$ cat config.mk
export PLATFORM = sky130hd
export DESIGN_NAME = lowest_k_rule_selector
export DESIGN_NICKNAME = d
export VERILOG_FILES = /design/src/rtl/core/lks_pkg.sv /design/src/rtl/core/lowest_k_rule_selector.sv
export SDC_FILE = /design/constraint.sdc
export NUM_CORES = 1
export LEC_CHECK = 0
export BUFFER_PORTS_ARGS = -buffer_cell sky130_fd_sc_hd__buf_4
export CAP_MARGIN = 5
export CORE_UTILIZATION = 31
export DETAILED_ROUTE_END_ITERATION = 8
export GPL_ROUTABILITY_DRIVEN = 0
export SETUP_SLACK_MARGIN = 0.2
export SYNTH_ARGS = -nofsm -noshare
export SYNTH_HDL_FRONTEND = slang
export SYNTH_SLANG_ARGS = --single-unit
export TNS_END_PERCENT = 30
$ cat constraint.sdc
create_clock -name clk -period 3.65 [get_ports clk]
set_clock_uncertainty 0.2 [all_clocks]
set_input_delay 0.73 -clock clk [delete_from_list [all_inputs] [get_ports clk]]
set_output_delay 0.73 -clock clk [all_outputs]
set_load 0.05 [all_outputs]
$ cat src/rtl/core/lks_pkg.sv
`timescale 1ns / 1ps
// ----------------------------------------------------------------------------
// lks_pkg
// Types and constants shared by the lowest-k rule selector.
// ----------------------------------------------------------------------------
package lks_pkg;

  localparam int MAX_RULES    = 32;
  localparam int RESULT_LIMIT = 32;
  localparam int ADDR_W       = $clog2(MAX_RULES);
  localparam int CNT_W        = $clog2(MAX_RULES + 1);
  localparam int IDX_W        = 5;
  localparam int DEG_W        = 16;
  localparam int ENTRY_W      = DEG_W + IDX_W;
  localparam int CFG_W        = 6;

  // A kept entry is {degree, index}, so one unsigned compare sorts by degree
  // first and index second.
  typedef logic [ENTRY_W-1:0] entry_t;

  typedef struct packed {
    logic [IDX_W-1:0] rule_index;
    logic [DEG_W-1:0] degree;
    logic             loaded;
    logic             last_rule;
  } rule_in_t;

  typedef struct packed {
    logic [IDX_W-1:0] chosen_index;
    logic [DEG_W-1:0] chosen_degree;
    logic             empty_res;
    logic             last_result;
  } result_t;

  typedef enum logic [5:0] {
    ST_IDLE     = 6'b000001,
    ST_FULL_CHK = 6'b000010,
    ST_SHIFT    = 6'b000100,
    ST_PLACE    = 6'b001000,
    ST_END      = 6'b010000,
    ST_EMIT     = 6'b100000
  } state_t;

endpackage

$ cat src/rtl/core/lowest_k_rule_selector.sv
`timescale 1ns / 1ps
// ----------------------------------------------------------------------------
// lowest_k_rule_selector
// Keeps the qualifying rules of a block in a sorted store and, on the last
// rule, emits the lowest-degree ones in ascending order.
// ----------------------------------------------------------------------------
// A rule is taken when start is high and busy is low. Rules that are loaded
// and have a nonzero degree are inserted into a sorted store by walking it
// from the tail, one entry per cycle through a single registered read port.
// A rule not kept, or meeting an empty store, skips the walk. After
// the last rule of a block, results are emitted one result per cycle on
// result with result_valid high for exactly one cycle; the receiver cannot
// stall, so results must be captured as they appear. A block with no
// qualifying rule produces one result flagged empty. The configuration write
// channel is always ready and should only be used while busy is low.
// ----------------------------------------------------------------------------
module lowest_k_rule_selector
  import lks_pkg::*;
(
  input  logic             clk,
  input  logic             rst,
  input  logic             start,
  output logic             busy,
  input  rule_in_t         rule_in,
  output logic             result_valid,
  output result_t          result,
  input  logic             cfg_valid,
  output logic             cfg_ready,
  input  logic [CFG_W-1:0] cfg_data
);

  state_t             state;
  state_t             state_next;
  entry_t             kept_mem [MAX_RULES];
  entry_t             rdata;
  entry_t             packed_rule;
  logic               last_r;
  logic [CNT_W-1:0]   kept_count;
  logic [CFG_W-1:0]   rules_to_activate;
  logic [ADDR_W-1:0]  wpos;
  logic [ADDR_W-1:0]  emit_k;
  logic [CNT_W-1:0]   emit_n;
  logic [CNT_W-1:0]   emit_n_next;

  logic               mem_we;
  logic [ADDR_W-1:0]  mem_waddr;
  entry_t             mem_wdata;
  logic [ADDR_W-1:0]  rd_addr;
  logic               accept;
  logic               qualify;
  logic               emit_last;

  assign busy      = (state != ST_IDLE);
  assign cfg_ready = 1'b1;
  assign accept    = start && !busy;
  assign qualify   = rule_in.loaded && (rule_in.degree != '0);
  assign emit_last = ((CNT_W'(emit_k) + 1'b1) == emit_n);

  always_comb begin
    emit_n_next = kept_count;
    if (CNT_W'(rules_to_activate) < emit_n_next) begin
      emit_n_next = CNT_W'(rules_to_activate);
    end
    if (CNT_W'(RESULT_LIMIT) < emit_n_next) begin
      emit_n_next = CNT_W'(RESULT_LIMIT);
    end
  end

  // Sequencer: next state, memory port control.
  always_comb begin
    state_next = state;
    mem_we     = 1'b0;
    mem_waddr  = wpos;
    mem_wdata  = packed_rule;
    rd_addr    = '0;
    unique case (state)
      ST_IDLE: begin
        if (accept) begin
          state_next = ST_END;
          if (qualify) begin
            if (kept_count == '0) begin
              mem_we    = 1'b1;
              mem_waddr = '0;
              mem_wdata = {rule_in.degree, rule_in.rule_index};
            end else if (kept_count == CNT_W'(MAX_RULES)) begin
              rd_addr    = ADDR_W'(MAX_RULES - 1);
              state_next = ST_FULL_CHK;
            end else begin
              rd_addr    = ADDR_W'(kept_count - 1'b1);
              state_next = ST_SHIFT;
            end
          end
        end
      end
      ST_FULL_CHK: begin
        // The tail entry decides whether the new rule survives at all.
        if (rdata <= packed_rule) begin
          state_next = ST_END;
        end else begin
          rd_addr    = ADDR_W'(MAX_RULES - 2);
          state_next = ST_SHIFT;
        end
      end
      ST_SHIFT: begin
        mem_we = 1'b1;
        if (rdata > packed_rule) begin
          mem_wdata = rdata;
          if (wpos == ADDR_W'(1)) begin
            state_next = ST_PLACE;
          end else begin
            rd_addr = ADDR_W'(wpos - 2'd2);
          end
        end else begin
          state_next = ST_END;
        end
      end
      ST_PLACE: begin
        mem_we     = 1'b1;
        state_next = ST_END;
      end
      ST_END: begin
        state_next = ST_IDLE;
        if (last_r && (kept_count != '0) && (emit_n_next != '0)) begin
          state_next = ST_EMIT;
        end
      end
      ST_EMIT: begin
        rd_addr = ADDR_W'(emit_k + 1'b1);
        if (emit_last) begin
          state_next = ST_IDLE;
        end
      end
      default: begin
        state_next = ST_IDLE;
      end
    endcase
  end

  always_ff @(posedge clk) begin
    if (mem_we) begin
      kept_mem[mem_waddr] <= mem_wdata;
    end
    rdata <= kept_mem[rd_addr];
  end

  always_ff @(posedge clk) begin
    if (rst) begin
      state             <= ST_IDLE;
      kept_count        <= '0;
      rules_to_activate <= '0;
      result_valid      <= 1'b0;
    end else begin
      state        <= state_next;
      result_valid <= 1'b0;
      if (cfg_valid && cfg_ready) begin
        rules_to_activate <= cfg_data;
      end
      unique case (state)
        ST_IDLE: begin
          if (accept && qualify && (kept_count == '0)) begin
            kept_count <= CNT_W'(1);
          end
        end
        ST_SHIFT: begin
          if (!(rdata > packed_rule) && (kept_count != CNT_W'(MAX_RULES))) begin
            kept_count <= kept_count + 1'b1;
          end
        end
        ST_PLACE: begin
          if (kept_count != CNT_W'(MAX_RULES)) begin
            kept_count <= kept_count + 1'b1;
          end
        end
        ST_END: begin
          if (last_r) begin
            if (kept_count == '0) begin
              result_valid <= 1'b1;
            end else if (emit_n_next == '0) begin
              kept_count <= '0;
            end
          end
        end
        ST_EMIT: begin
          result_valid <= 1'b1;
          if (emit_last) begin
            kept_count <= '0;
          end
        end
        default: begin
        end
      endcase
    end
  end

  // Datapath registers; these need no reset.
  always_ff @(posedge clk) begin
    unique case (state)
      ST_IDLE: begin
        if (accept) begin
          packed_rule <= {rule_in.degree, rule_in.rule_index};
          last_r      <= rule_in.last_rule;
          wpos        <= (kept_count == CNT_W'(MAX_RULES)) ? ADDR_W'(MAX_RULES - 1)
                                                            : ADDR_W'(kept_count);
        end
      end
      ST_SHIFT: begin
        if (rdata > packed_rule) begin
          wpos <= wpos - 1'b1;
        end
      end
      ST_END: begin
        emit_k <= '0;
        emit_n <= emit_n_next;
        result <= '{chosen_index: '0, chosen_degree: '0, empty_res: 1'b1,
                    last_result: 1'b1};
      end
      ST_EMIT: begin
        emit_k <= emit_k + 1'b1;
        result <= '{chosen_index: rdata[IDX_W-1:0],
                    chosen_degree: rdata[ENTRY_W-1:IDX_W],
                    empty_res: 1'b0,
                    last_result: emit_last};
      end
      default: begin
      end
    endcase
  end

endmodule
==> impl_metrics.csv <==
group,metric,value,unit
synthesis,synth-main-ff-cell,"edfxtp_1",
synthesis,synth_edf_count,733,
synthesis,synth_area_leader_cell,"edfxtp_1",
synthesis,synth-seq-area-share,0.718,
synthesis,synth_cell_type_count,70,
routing,drt_iter0_drc,1882,
setup_path,crit_family,"compound AO/OA/AOI/OAI gates",
placed_design,io_buffers,57,
setup_path,path_cells,"inv_1 -> ha_4 -> buf_4 -> a21oi_1 -> o21a_1 -> a2bb2oi_2 -> nand2_2 -> a311oi_4 -> buf_12 -> nand2_8 -> buf_16 -> buf_12 -> buf_8 -> a211oi_4 -> a311oi_2 -> o21ai_2 -> nand4_1",
synthesis,synth_fa_ha_area_frac,0.0130,
cts,cts_tree,"yes",
power_and_ir_drop,ir_worst_vdd,0.360,mV
timing,grt_setup_unrepaired,"true",
synthesis,synth_top_area_frac,0.693,
routing,routedWlPerCell,21.9,um
grt,grt_overflow_total,0,
cts,htree_num_levels,3,
final_layout,drive_gt1_frac,0.278,
floorplanning,rows,117,
routing,final_antenna_net_count,0,
cts,clock_latency,0.63,ns
floorplanning,num_io_pins,59,
setup_path,cp.arrival,3.85,ns
cts,root_buffer,"clkbuf_16",
synthesis,async_flop_share,0,
floorplanning,core_area,102000,um2
timing,fin_crit_sh,0.986,
power_and_ir_drop,combPwrFrac,0.207,
timing,setup_tns,0,ns
final_layout,mostFrequentLayoutCells,"edfxtp_1 (733), nand2_1 (478), buf_4 (323)",
floorplanning,die_y,322,um
worst_hold_path,hp-class,"in -> reg",
cts,cts.hold.buffers_added,0,
timing,slew_violations,0,
job,maxCapViolations,0,
routing,vias_per_cell,5.17,
synthesis,synth-xor-area-share,0.00441,
timing,slew_headroom,0.539,
routing,first_pass_iters,5,
placed_design,place_hpwl,57200,um
grt,grt_first_pass_wirelength,134000,um
final_layout,final_nets,2797,
synthesis,postSynthAreaPerCell,13.3,um2
floorplanning,die_x,322,um
setup_path,cp_slowest_stage_delay,0.38,ns
synthesis,syn-num-nets,2448,
power_and_ir_drop,seqPwrFrac,0.465,
timing,hold_viol,0,
synthesis,ys_warn_count,0,
setup_path,reg2reg_slack,0.05,ns
timing,setup_viol,0,
setup_path,path_class,"reg -> reg",
grt,grt_usage,0.170,
grt,grt_antenna_before_repair,1,
setup_path,startpoint_type,"flop",
cts,numCtsBuffers,80,
synthesis,muxShareOfSynthArea,0.00768,
power_and_ir_drop,p_clk_frac,0.329,
cts,clockBufferDepth,3,
timing,fin_crit,3.60,ns
outcome,status,"finished, final reports clean",
final_layout,antennaDiodeCount,0,
grt,grt_max_degree,42,
cts,numClockSinks,773,
setup_path,crit_fanout,6,
synthesis,ys_ff_latch,773,
final_layout,syn2layout_area_growth,29.1,%
timing,tightestPinTransition,0.690,ns
power_and_ir_drop,switching_share,0.277,
floorplanning,design.die.area,104000,um2
timing,fmax,278,MHz
synthesis,synthesis.area,31800,um2
setup_path,critPathBufInv,6,
power_and_ir_drop,power_density,606,nW/um2
power_and_ir_drop,p_int,18.0,mW
floorplanning,start_util,0.312,
synthesis,synth_area_leaders,"edfxtp_1 (69%), nand2_1 (5.7%), a211oi_1 (2.8%)",
final_layout,final_common_cell,"edfxtp_1",
routing,wl,91000,um
setup_path,critPathSlowestCell,"edfxtp_1",
synthesis,synthCells,2382,
routing,vias,21500,
power_and_ir_drop,power.switching,6.88,mW
timing,finalHoldWorstSlack,0.0849,ns
setup_path,timing.critical_path.mode_cell,"buf_12",
synthesis,synth_compound_gate_area_share,0.100,
routing,detail_route.drc_violations,0,
cts,clkSlewWorstSetupHoldPaths,0.06,ns
synthesis,yosys.area_share.simple,0.129,
power_and_ir_drop,leakage,14.2,nW
synthesis,synth_top_family_by_area,"simple AND/OR/NAND/NOR gates",
grt,grt_pass1_vias,20800,
setup_path,required,3.90,ns
setup_path,cp-end-kind,"flop",
## cell type report
type                       count  area, um2
inverter                      42        158
multi-input combinational   1406       9270
clock buffer                  95       2100
timing repair buffer         428       4450
tap                         1368       1710
fill                        9313      60700
sequential                   773      22800
clock inverter                52        508
## metrics by stage
step / util / std cells / instance area (um2) / power [mW] / setup slack (ns)
after floorplan: - / 2382 / 31800 / 13.7 / 0.241
after global placement: 0.360 / 3969 / 36600 / 16.3 / -0.801
after detailed placement: 0.360 / 3969 / 36600 / 16.3 / -0.839
after CTS: 0.392 / 4138 / 39900 / 24.6 / 0.130
after global routing: 0.403 / 4164 / 41000 / 25.8 / -0.0333
final: 0.403 / 4164 / 41000 / 24.8 / 0.0494
## logic make-up after synthesis
| family | count (synthesis) |
|---|---|
| compound gates | 444 |
| xor+xnor | 16 |
| fa+ha+maj | 33 |
| buf+inv | 204 |
| flops | 773 |
| mux | 24 |
| other cells | 1 |
| simple gates | 887 |
## power by group through the flow
stage,registers (mW),clock network [mW],logic (mW)
global route,11.6,8.64,5.55
global placement,11.7,0,4.56
detailed placement,11.7,0,4.64
floorplan,11.7,0,2.03
CTS,11.5,8.31,4.82
finish,11.5,8.17,5.13
## per-layer routing
layer / wire, um / vias to the layer above / part of all wire / GRT usage
li1: - / 9809 / - / -
met1: 39300 / 10800 / 0.43 / 0.235
met2: 42700 / 785 / 0.47 / 0.271
met5: 0 / - / 0 / 0
met4: 2080 / 0 / 0.023 / 0.0502
met3: 6940 / 124 / 0.076 / 0.0344
## flip-flops by register name (all words and copies together), names as in the netlist
register,flops
emit_n,6
wpos,5
packed_rule,21
rules_to_activate,6
result,23
result_valid,1
state,6
last_r,1
rdata,21
kept_mem,672
emit_k,5
kept_count,6
## path summary, 6_finish.rpt
path,from,cells after the start,endpoint
max reg2reg,packed_rule[16]$_DFFE_PP_,17,rdata[3]$_DFF_P_
min,rule_in[0],1,last_r$_DFFE_PP_
min reg2reg,rules_to_activate[3]$_SDFFE_PP0P_,2,rules_to_activate[3]$_SDFFE_PP0P_
max,packed_rule[16]$_DFFE_PP_,17,rdata[3]$_DFF_P_
## synthesized netlist by cell type, drive strengths merged, types with 4 or more instances
| cell | number |
|---|---|
| a211oi | 118 |
| a21o | 5 |
| a21oi | 39 |
| a221oi | 10 |
| a22oi | 22 |
| a311oi | 70 |
| a31oi | 59 |
| a32oi | 5 |
| and2 | 25 |
| and3 | 120 |
| buf | 80 |
| clkbuf | 82 |
| dfxtp | 40 |
| edfxtp | 733 |
| ha | 33 |
| inv | 42 |
| mux2i | 21 |
| nand2 | 486 |
| nand3 | 91 |
| nand4 | 39 |
| nor2 | 79 |
| nor3 | 14 |
| nor4 | 8 |
| o2111ai | 16 |
| o211ai | 13 |
| o21ai | 64 |
| or3 | 4 |
| or4 | 5 |
| xnor2 | 8 |
| xor2 | 8 |
## what timing repair did
item                       4_1_cts  5_1_grt
gates resized for setup         85      155
gates cloned                     4        7
setup buffers                   18       19
hold endpoints to repair         0        0
pin swaps                       37       65
setup endpoints to repair       26      705
Power figures use the tool's default switching activity.
